## config.mk

```make
export PLATFORM = sky130hd
export DESIGN_NAME = cocmc_ctrl
export DESIGN_NICKNAME = d
export VERILOG_FILES = /design/src/rtl/cocmc_pkg.sv /design/src/rtl/cocmc_ctrl.sv
export SDC_FILE = /design/constraint.sdc
export NUM_CORES = 1
export LEC_CHECK = 0
export BUFFER_PORTS_ARGS = -buffer_cell sky130_fd_sc_hd__clkbuf_2
export CORE_MARGIN = 4
export CORE_UTILIZATION = 53
export CTS_BUF_LIST = sky130_fd_sc_hd__clkbuf_2
export CTS_CLUSTER_SIZE = 20
export DETAILED_ROUTE_END_ITERATION = 10
export PLACE_DENSITY_LB_ADDON = 0.25
export REMOVE_ABC_BUFFERS = 1
export SYNTH_ARGS = -nofsm -noshare
export SYNTH_HDL_FRONTEND = slang
export SYNTH_SLANG_ARGS = --single-unit
```

## constraint.sdc

```tcl
create_clock -name clk -period 2.3 [get_ports clk]
set_input_delay 0.46 -clock clk [delete_from_list [all_inputs] [get_ports clk]]
set_output_delay 0.46 -clock clk [all_outputs]
set_load 0.01 [all_outputs]
```

## src/rtl/cocmc_pkg.sv

```systemverilog
// Shared types, register indexes and constants of the clock offset median corrector.
`default_nettype none
package cocmc_pkg;

	localparam int unsigned TIME_W    = 48;
	localparam int unsigned OFF_W     = 40;
	localparam int unsigned USED_W    = 6;
	localparam int unsigned CFG_IDX_W = 3;
	localparam int unsigned CFG_DAT_W = 32;

	// Register indexes of the configuration port.
	localparam logic [CFG_IDX_W-1:0] CFG_MODE   = 3'd0;
	localparam logic [CFG_IDX_W-1:0] CFG_GAIN   = 3'd1;
	localparam logic [CFG_IDX_W-1:0] CFG_JUMP   = 3'd2;
	localparam logic [CFG_IDX_W-1:0] CFG_PERIOD = 3'd3;
	localparam logic [CFG_IDX_W-1:0] CFG_START  = 3'd4;

	localparam logic [1:0] MODE_OFF      = 2'd0;
	localparam logic [1:0] MODE_WEIGHTED = 2'd1;
	localparam logic [1:0] MODE_MEDIAN   = 2'd2;

	localparam logic [1:0]  RST_MODE   = MODE_MEDIAN;
	localparam logic [15:0] RST_GAIN   = 16'd4096;
	localparam logic [7:0]  RST_JUMP   = 8'd1;
	localparam logic [31:0] RST_PERIOD = 32'd1000000;
	localparam logic [31:0] RST_START  = 32'd0;

	localparam logic CMD_SAMPLE = 1'b0;
	localparam logic CMD_TICK   = 1'b1;

	typedef struct packed {
		logic              command;
		logic [TIME_W-1:0] arrival_time;
	} cocmc_in_t;

	typedef struct packed {
		logic [TIME_W-1:0]        next_broadcast_time;
		logic [TIME_W-1:0]        next_control_time;
		logic signed [OFF_W-1:0]  applied_offset;
		logic [USED_W-1:0]        samples_used;
	} cocmc_out_t;

	typedef enum logic [4:0] {
		OP_NONE,
		OP_SAMPLE,
		OP_INIT,
		OP_REM,
		OP_RD_I,
		OP_CAND,
		OP_RD_J,
		OP_CMP,
		OP_SEL,
		OP_MED,
		OP_DEV,
		OP_DEN,
		OP_WLOAD,
		OP_DIV,
		OP_MUL,
		OP_ACC,
		OP_MEAN,
		OP_WOFF,
		OP_GATE,
		OP_CORR,
		OP_UPD
	} cocmc_op_t;

	typedef struct packed {
		cocmc_op_t op;
	} cocmc_cmd_t;

	typedef struct packed {
		logic n_zero;
		logic n_lt2;
		logic last_i;
		logic last_j;
		logic rem_last;
		logic div_last;
		logic s_zero;
		logic mode_weighted;
	} cocmc_status_t;

endpackage
`default_nettype wire

```

## src/rtl/cocmc_ctrl.sv

```systemverilog
// Controller state machine that sequences one period tick through the datapath.
`default_nettype none
module cocmc_ctrl import cocmc_pkg::*; (
	input  wire logic          clk,
	input  wire logic          arst_n,
	input  wire logic          start,
	input  wire logic          command,
	input  wire cocmc_status_t status,
	output cocmc_cmd_t         cmd,
	output logic               busy
);

	typedef enum logic [20:0] {
		ST_IDLE   = 21'h000001,
		ST_REM    = 21'h000002,
		ST_SEL_RD = 21'h000004,
		ST_CAND   = 21'h000008,
		ST_CMP_RD = 21'h000010,
		ST_CMP    = 21'h000020,
		ST_SEL    = 21'h000040,
		ST_MED    = 21'h000080,
		ST_DEV_RD = 21'h000100,
		ST_DEV    = 21'h000200,
		ST_DEN    = 21'h000400,
		ST_W_RD   = 21'h000800,
		ST_WLOAD  = 21'h001000,
		ST_DIV    = 21'h002000,
		ST_MUL    = 21'h004000,
		ST_ACC    = 21'h008000,
		ST_MEAN   = 21'h010000,
		ST_WOFF   = 21'h020000,
		ST_GATE   = 21'h040000,
		ST_CORR   = 21'h080000,
		ST_UPD    = 21'h100000
	} state_t;

	state_t state_q, state_d;

	always_comb begin
		state_d = state_q;
		cmd.op  = OP_NONE;
		unique case (state_q)
			ST_IDLE: begin
				if (start) begin
					if (command == CMD_TICK) begin
						cmd.op  = OP_INIT;
						state_d = ST_REM;
					end else begin
						cmd.op = OP_SAMPLE;
					end
				end
			end
			ST_REM: begin
				cmd.op = OP_REM;
				if (status.rem_last) begin
					state_d = status.n_zero ? ST_MED : ST_SEL_RD;
				end
			end
			ST_SEL_RD: begin
				cmd.op  = OP_RD_I;
				state_d = ST_CAND;
			end
			ST_CAND: begin
				cmd.op  = OP_CAND;
				state_d = ST_CMP_RD;
			end
			ST_CMP_RD: begin
				cmd.op  = OP_RD_J;
				state_d = ST_CMP;
			end
			ST_CMP: begin
				cmd.op  = OP_CMP;
				state_d = status.last_j ? ST_SEL : ST_CMP_RD;
			end
			ST_SEL: begin
				cmd.op  = OP_SEL;
				state_d = status.last_i ? ST_MED : ST_SEL_RD;
			end
			ST_MED: begin
				cmd.op  = OP_MED;
				state_d = (status.mode_weighted && !status.n_lt2) ? ST_DEV_RD : ST_GATE;
			end
			ST_DEV_RD: begin
				cmd.op  = OP_RD_I;
				state_d = ST_DEV;
			end
			ST_DEV: begin
				cmd.op  = OP_DEV;
				state_d = status.last_i ? ST_DEN : ST_DEV_RD;
			end
			ST_DEN: begin
				cmd.op  = OP_DEN;
				state_d = status.s_zero ? ST_GATE : ST_W_RD;
			end
			ST_W_RD: begin
				cmd.op  = OP_RD_I;
				state_d = ST_WLOAD;
			end
			ST_WLOAD: begin
				cmd.op  = OP_WLOAD;
				state_d = ST_DIV;
			end
			ST_DIV: begin
				cmd.op = OP_DIV;
				if (status.div_last) begin
					state_d = ST_MUL;
				end
			end
			ST_MUL: begin
				cmd.op  = OP_MUL;
				state_d = ST_ACC;
			end
			ST_ACC: begin
				cmd.op  = OP_ACC;
				state_d = status.last_i ? ST_MEAN : ST_W_RD;
			end
			ST_MEAN: begin
				cmd.op  = OP_MEAN;
				state_d = ST_WOFF;
			end
			ST_WOFF: begin
				cmd.op  = OP_WOFF;
				state_d = ST_GATE;
			end
			ST_GATE: begin
				cmd.op  = OP_GATE;
				state_d = ST_CORR;
			end
			ST_CORR: begin
				cmd.op  = OP_CORR;
				state_d = ST_UPD;
			end
			ST_UPD: begin
				cmd.op  = OP_UPD;
				state_d = ST_IDLE;
			end
			default: state_d = ST_IDLE;
		endcase
	end

	always_ff @(posedge clk or negedge arst_n) begin
		if (!arst_n) begin
			state_q <= ST_IDLE;
		end else begin
			state_q <= state_d;
		end
	end

	assign busy = (state_q != ST_IDLE);

endmodule
`default_nettype wire

```

==> impl_summary.md, run 1 <==
Outcome
The flow ran to the end, but the final reports show violations. The final reports fail on setup timing.

Placement
The post-placement cell count is approximately 250. At the end of routability-driven placement, the weighted congestion stood at 0.989. The instance area after placement is 0.00189 mm^2. The number of buffer cells added on primary ports is 17.

Once detailed placement completed, the half-perimeter wirelength came to 3.51 mm.

Power and ir drop
The power share of the combinational group is 59.4%. Summed over all nets, the switching power comes to a little under 0.0006 W. In this run the static leakage power is 1.12 nW. The overall power consumption is approximately 0.0014 W. Sequential cells burn 28.5% of the power. The power per cell area is 628 mW/mm^2. The maximum ir drop on the vdd rail is roughly 0.65 mV. The internal power of the cells totals 0.000858 W. Per report_power, the clock group accounts for 12.1% of the total. Net switching is 40.3% of the power.

Clock tree
The clock-pin slew on the worst setup and hold paths is 0.24 ns. The clock tree root driver cell is sky130_fd_sc_hd__clkbuf_2. The clock tree from TritonCTS is done. Clock latency on the worst-skew pair, taken at its later pin, is 0.36 ns. The maximum level of the CTS H-tree is 1. The number of sinks handled by clock tree synthesis is 21. The post-cts hold buffer count is 0.

TritonCTS created 3 clock buffers. No sink is reached through more buffers than the 2 on the longest clock path.

Final layout
0 antenna diodes ended up in the layout. The ratio of cells with drive above 1 in the final layout is 55.8%. The non-filler instance count after layout is between 200 and 300. The number of flip-flops under the largest register name is 21. After filler insertion, the fill cell instance count of the layout stands at 95. Counting flops per register, the top entry is state_q. The area growth from synthesis to layout is 66.2%. The number of nets in the finished design is 253. The post-layout utilization of the core is 92.4%. The largest registers in the layout are state_q (21). With fillers left out, the area of the finished cells amounts to 0.00229 mm^2.

Routing
The number of nets still failing antenna checks after routing is 0. The wire length reported by the detailed router is 6.26 mm. Dividing the detail-routed wire length by the instance count gives 23.2 um.

In the routed design, unresolved DRC markers number 0. In the routed layout, each cell is associated on average with a via count of between 6 and 7. After the first detailed-routing iteration, the DRC count stood at 246. The total iterations of the first detailed-routing run is 5. The final route contains around 1800 vias.

Worst setup path
The critical path is of the reg -> out type. The worst register-to-register path begins at state_q[19]$_DFFE_PN0P_. The highest fanout seen on the critical path is 5.

The kind of end point of the critical path is an output pin. The critical path starts at state_q[5]$_DFFE_PN0P_. STA puts the critical path data arrival time at 2.73 ns.

The endpoint of the worst-slack reg-to-reg timing path is state_q[7]$_DFFE_PN0P_. The critical path required time is 1.84 ns. The worst register-to-register path has a setup slack of -0.78 ns.

The number of cells on the worst reg-to-reg path is 11. STA classifies the critical path startpoint as a flop.

GRT
The remaining global-route overflow is 0. Global routing used 31.4% of the available tracks across all layers. The number of global-route vias before repair is about 1700. The number of antenna violations at the first check in global routing is 0. Entering global routing, the biggest net connects 22 pins. The first-pass GRT wire length is 8.03 mm.

Yosys
The number of cells produced by synthesis is 154. Counting instances in the post-synthesis netlist gives the leading cell types as 20 x sky130_fd_sc_hd__dfrtp_1, 18 x sky130_fd_sc_hd__nor2_1, 10 x sky130_fd_sc_hd__o21ai_0. During synthesis, Yosys emitted a total of 0 warnings. Among all cell types in the netlist, the one instantiated most often is sky130_fd_sc_hd__dfrtp_1. Counting flops with a built-in enable in the synthesized netlist gives 0.

The synthesis-stage register bit count is 21. The area share of the largest cell type after synthesis is 36.3%. The share of async-settable or async-resettable flops after synthesis is 100%. In this run, distinct cell masters in the synthesized netlist total between 40 and 50.

In the synthesized netlist the dominant register cell turns out to be sky130_fd_sc_hd__dfrtp_1. Sorting the synthesized cells by area gives the leading types as sky130_fd_sc_hd__dfrtp_1 36%, sky130_fd_sc_hd__nor2_1 4.9%, sky130_fd_sc_hd__nand2b_1 4.1%, sky130_fd_sc_hd__nor4_1 4.1%, sky130_fd_sc_hd__o21ai_0 3.6%. The mapped netlist covers around 0.0014 mm^2. The cell type contributing the most total cell area after synthesis is sky130_fd_sc_hd__dfrtp_1. Sequential cells were found to cover between 30% and 40% of the synthesized design area. A synthesized cell averages between 8 and 9 um^2.

Timing
The maximum clock skew at final layout is around 0.019 ns. Setup total negative slack on the finished layout was measured at -6.78 ns. The worst pin sits at a relative slew slack of 61.5%. The clock period minus final worst setup slack is 3.19 ns. Of the available clock period, the critical path in the final layout requires 139%. Setup repair after global routing could not meet its margin everywhere. The final hold violation count is 0. The actual transition at the worst max-transition pin is 0.570 ns. The final critical-path setup slack is -0.888 ns. The number of endpoints failing setup at the final stage is 13. The total count of max-transition violations in the final report was 0.

Derived from the worst setup path, the maximum achievable clock frequency is approximately 310 MHz.

Die
The floorplan die width is 59.0 um. From bottom edge to top edge, the die measures 59.0 um. The die covers around 0.0035 mm^2. The starting utilization of the core area is 55.6%.

In this run the count of I/O pins placed on the die edge is 18. The core region is 0.00248 mm^2. The number of cell rows is 18.

Run
The number of max-cap violations is 0.

Hold path
The worst hold path belongs to the class in -> async.
-- worst max-delay path, cell delays in order, from the launching register on --
cell                      delay (ns)
sky130_fd_sc_hd__dfrtp_1        0.49
sky130_fd_sc_hd__nor2_1         0.13
sky130_fd_sc_hd__nand2_1        0.20
sky130_fd_sc_hd__buf_4          0.17
sky130_fd_sc_hd__nor4_1         0.07
sky130_fd_sc_hd__buf_4          0.15
sky130_fd_sc_hd__or4_4          0.48
sky130_fd_sc_hd__or4_1          0.54
sky130_fd_sc_hd__buf_2          0.16
-- cells in the final DEF (no fill, tap or decap), types with 3 or more instances in the layout --
cell type and n:
sky130_fd_sc_hd__xor2_1 3, sky130_fd_sc_hd__or2_2 4, sky130_fd_sc_hd__nand2_1 5, sky130_fd_sc_hd__or4_4 6, sky130_fd_sc_hd__nor2_1 14, sky130_fd_sc_hd__nor4_1 4, sky130_fd_sc_hd__nor3_4 3, sky130_fd_sc_hd__nor4_4 3
sky130_fd_sc_hd__nand3b_1 4, sky130_fd_sc_hd__nand4_1 4, sky130_fd_sc_hd__dfrtp_1 20, sky130_fd_sc_hd__clkbuf_2 17, sky130_fd_sc_hd__buf_4 59, sky130_fd_sc_hd__nand2b_1 9, sky130_fd_sc_hd__buf_6 10, sky130_fd_sc_hd__and2_1 3
sky130_fd_sc_hd__nor3_1 3, sky130_fd_sc_hd__o21ai_0 8, sky130_fd_sc_hd__nand3_2 4, sky130_fd_sc_hd__nor4_2 3, sky130_fd_sc_hd__nor2_2 3, sky130_fd_sc_hd__inv_1 5
-- layout make-up --
class | count | area, um^2 | area share [%]
clock buffers | 3 | 15.0 | 0.656
clock inverters | 1 | 7.51 | 0.328
inverters | 6 | 22.5 | 0.984
multi-input cells | 124 | 1040 | 45.6
flip-flops and latches | 21 | 527 | 23.0
well taps | 30 | 37.5 | 1.64
repair buffers | 85 | 636 | 27.8
-- layer usage --
layer	wire length [um]	global-route usage, %	up-vias
li1	-	-	760
met1	2300	39.1	861
met2	2950	54.1	167
met3	556	3.92	56
met4	462	14.2	0
met5	0	0	-
-- power groups by stage --
stage | sequential [W] | clock, W | combinational, W
after floorplan | 0.000413 | 0 | 0.000250
after global placement | 0.000411 | 0 | 0.000538
after detailed placement | 0.000413 | 0 | 0.000541
after CTS | 0.000407 | 0.000166 | 0.000712
after global routing | 0.000414 | 0.000185 | 0.000885
final | 0.000410 | 0.000173 | 0.000855
-- how the worst max path moves through the flow --
stage / to / cells after the start
6_report: cmd[0] / 8
5_1_grt: cmd[0] / 8
4_1_cts: cmd[3] / 6
3_5_place_dp: cmd[3] / 6
3_3_place_gp: cmd[3] / 6
2_1_floorplan: cmd[3] / 5
-- through the flow --
stage	hold slack [ns]	setup WS [ns]
2_1_floorplan	0.164	-0.234
3_3_place_gp	0.453	-0.540
3_5_place_dp	0.462	-0.533
4_1_cts	0.0716	-0.714
5_1_grt	0.0485	-0.960
6_report	0.0336	-0.888
-- repair_timing --
action / in CTS / in global routing
resized for setup: 30 / 31
cloned: 0 / 0
setup buffers: 9 / 9
endpoints found under the setup margin: 15 / 15
pin swaps: 10 / 7
-- kinds of logic (layout without fill, tap and decap cells) --
logic type / count (synthesis) / in the layout / synth area share (%)
compound gates: 26 / 26 / 14.1
xor+xnor: 5 / 5 / 3.18
buf+inv: 9 / 95 / 2.54
flops: 21 / 21 / 38.2
simple gates: 93 / 93 / 42.0
No activity file was read; power rests on OpenSTA's default activity.
==> run 2: changes to the inputs <==
Settings changed: GPL_TIMING_DRIVEN from default to 0.
==> run 2 against run 1 <==
Routed wire length is 12% lower. Worst setup slack better by 0.020 ns. First-iteration DRC count is 33% lower. Clock skew is 0.014 ns lower. Register-to-register slack better by 0.54 ns. Combinational power is 15% lower. Critical path depth is 2 lower. Die area stayed put. Largest cell class unchanged. Clock power hardly changed. Final cell count is 10% lower. The run still ends with setup timing left. Maximum frequency is 0.63% higher.
==> impl_summary.md, run 2 (synthesis gave the netlist of run 1 again) <==
Timing
Setup violations remaining at the end of the flow were counted as 12. For this run, the top clock speed supported by timing is approximately 320 MHz. The summed negative setup slack over all endpoints is -4.42 ns. The clock arrives with 0.00485 ns of skew. The worst pin sits at a relative slew slack of 60.3%.

The clock period minus final worst setup slack is 3.17 ns. The total count of max-transition violations in the final report was 0. At the pin with the least slew margin, the transition time is between 0.5 and 0.6 ns.

The final hold violation count came to 0. Of the available clock period, the critical path in the final layout requires 138%. After layout, the worst setup slack is -0.868 ns.

Setup repair after global routing could not meet its margin everywhere.

GRT
The number of global-route vias before repair was 1514. The global routing usage summed across all routing layers is 28.7%. The number of antenna violations at the first check in global routing came to 0. After global routing the overflow that remains totals 0. The largest net degree at the start of global routing is 22. The first-pass GRT wire length is between 7 and 8 mm.

Power and ir drop
The share of power burned in registers is 31.6%. The switching power summed over all nets is ~0.00056 W. Of the total power, the share spent switching nets is 42.5%. The total internal power is 0.000759 W. Power spread over the standard cell area amounts to 616 mW/mm^2. The analysis attributes to cell leakage a power of 0.971 nW. The clock network accounts for a little over an eighth of the total power. The power share of the combinational group is 55.3%. The maximum ir drop on the vdd rail is 0.575 mV.

Worst setup path
The kind of end point of the critical path is an output pin. At the worst endpoint, the arrival time is between 2 and 3 ns. Along the worst path, the maximum fanout reaches 6. The endpoint of the worst-slack reg-to-reg timing path is state_q[7]$_DFFE_PN0P_.

The startpoint of the lowest-slack register-to-register path is state_q[9]$_DFFE_PN0P_. The sum of buffers and inverters on the critical path is 1. The largest individual stage delay along the critical path comes from the cell sky130_fd_sc_hd__or4_4.

On the worst path, the slowest cell contributes a delay of 0.64 ns. The kind of start point of the critical path is a flop. The critical path goes through nor4_4 -> nand2_2 -> or4_4 -> o21ai_1 -> or4_1 -> clkbuf_2.

The critical path required time is ~1.8 ns. Grouping stages by cell kind, the critical path spends the most delay in simple AND/OR/NAND/NOR gates. The number of cells on the worst reg-to-reg path is 6. The class of the most critical setup path is reg -> out. For flop-to-flop paths, the worst setup slack is -0.24 ns.

Final layout
The area growth from synthesis to final layout is 55.5%. The post-layout utilization of the core is 86.5%. The repair_antennas step left the layout with diodes totalling 0.

Ranked by flip-flop count, first place goes to state_q. In the final design database the tool counted 225 nets. The number of flip-flops under the largest register name is 21. The library cells used most frequently in the layout, excluding fill and tap cells, are 37 x sky130_fd_sc_hd__buf_4, 17 x sky130_fd_sc_hd__clkbuf_2, 15 x sky130_fd_sc_hd__nor2_1, 15 x sky130_fd_sc_hd__dfrtp_2, 9 x sky130_fd_sc_hd__nor4_4.

The largest registers in the layout are state_q (21). The most common cell after layout, fill and taps aside is sky130_fd_sc_hd__buf_4. The ratio of cells with drive above 1 in the final layout is 57.5%.

Placement
The number of buffer cells added on primary ports is 17. The weighted congestion reported at the end of routability-driven placement is just under 0.9. The total half-perimeter wirelength after legalization and detailed placement is 2.80 mm.

Routing
The number of nets still failing antenna checks after routing is 0. The post-detailed-route DRC marker count is 0. The number of vias per cell is around 6.9.

The average routed wire per standard cell is 22.7 um. Wires add up to around 5.5 mm. The detailed router finished its first iteration with 166 violations.

For this run, the detailed router's first-pass iteration total came to 4. Across all layers, the routed design uses around 1700 vias.

Die
The I/O pin count is 18. The starting utilization of the core area is 55.6%. The floorplan step defined a core boundary enclosing roughly 0.0025 mm^2. In this run the vertical extent of the chip is slightly below 60 um. The floorplan step defined a die boundary enclosing ~0.0035 mm^2.

The floorplan die width is ~59 um. The number of cell rows is 18.

Clock tree
The cell sitting at the root of the clock tree is a sky130_fd_sc_hd__clkbuf_2. CTS built an H-tree with a depth of 1. Clock latency on the worst-skew pair, taken at its later pin, is about 0.36 ns. Counting along the longest clock path gives a buffer depth of 2. TritonCTS built the clock tree. Counting every sink on the clock net gives 21. Buffers inserted during clock tree synthesis total 3.

After clock tree synthesis, the clock-pin slew on the worst setup and hold paths is between 0.2 and 0.25 ns. In this run, post-CTS hold repair placed 0 buffers.

Run
Max-cap violations in this run came to 0.

Hold path
The path class of the tightest hold or removal check is in -> async.

Outcome
The final reports fail on setup timing. The run finished, with violations left.
==> run 2: timing repair <==
| action | 4_1_cts | 5_1_grt |
|---|---|---|
| buffers inserted | 24 | 16 |
| resized for setup | 53 | 23 |
| pin swaps | 14 | 15 |
| gates cloned | 0 | 0 |
| endpoints found under the setup margin | 15 | 11 |
==> run 2: area by class of cell <==
type	instances	area [um^2]
Tap cell	30	37.5
Clock inverter	1	7.51
Sequential cell	21	546
Inverter	6	22.5
Timing Repair Buffer	57	403
Multi-Input combinational cell	124	1110
Fill cell	113	335
Clock buffer	3	15.0
==> run 2: worst max path at each step <==
| stage | from | to | slack [ns] | cells after the start |
|---|---|---|---|---|
| final | state_q[9]$_DFFE_PN0P_ | cmd[0] | -0.87 | 6 |
| after global routing | state_q[9]$_DFFE_PN0P_ | cmd[0] | -1.0 | 6 |
| after global placement | state_q[12]$_DFFE_PN0P_ | cmd[3] | -0.72 | 6 |
| after floorplan | state_q[16]$_DFFE_PN0P_ | cmd[3] | -0.23 | 5 |
| after detailed placement | state_q[12]$_DFFE_PN0P_ | cmd[3] | -0.80 | 6 |
| after CTS | state_q[16]$_DFFE_PN0P_ | cmd[3] | -0.72 | 6 |
==> run 2: per-layer routing <==
metal  track usage, %  wire (um)
met1             35.1       2000
met2             51.3       2710
met5                0          0
met4             11.7        325
met3             3.05        467
==> run 2: power groups by stage <==
| stage | registers (W) | clock network, W | logic (W) |
|---|---|---|---|
| finish | 0.000417 | 0.000173 | 0.000729 |
| global route | 0.000418 | 0.000198 | 0.000753 |
| CTS | 0.000414 | 0.000171 | 0.000566 |
| detailed placement | 0.000417 | 0 | 0.000357 |
| global placement | 0.000418 | 0 | 0.000352 |
| floorplan | 0.000413 | 0 | 0.000250 |
==> run 2: per-stage QoR <==
stage / power (W) / hold slack (ns) / cells / area (um^2) / setup slack [ns]
3_3_place_gp: 0.000769 / 0.454 / 198 / 1490 / -0.720
2_1_floorplan: 0.000663 / 0.164 / 151 / 1370 / -0.234
6_report: 0.00132 / 0.0247 / 242 / 2140 / -0.868
3_5_place_dp: 0.000775 / 0.466 / 198 / 1490 / -0.798
4_1_cts: 0.00115 / 0.0572 / 226 / 1940 / -0.719
5_1_grt: 0.00137 / -0.00126 / 242 / 2140 / -0.996
==> run 2: worst register-to-register path: stages, from the launching register on <==
cell                      delay, ns
sky130_fd_sc_hd__dfrtp_2       0.50
sky130_fd_sc_hd__nor4_4        0.56
sky130_fd_sc_hd__nand3_2       0.24
sky130_fd_sc_hd__or4_4         0.57
sky130_fd_sc_hd__buf_6         0.16
sky130_fd_sc_hd__or3_1         0.33
sky130_fd_sc_hd__a21oi_2       0.13
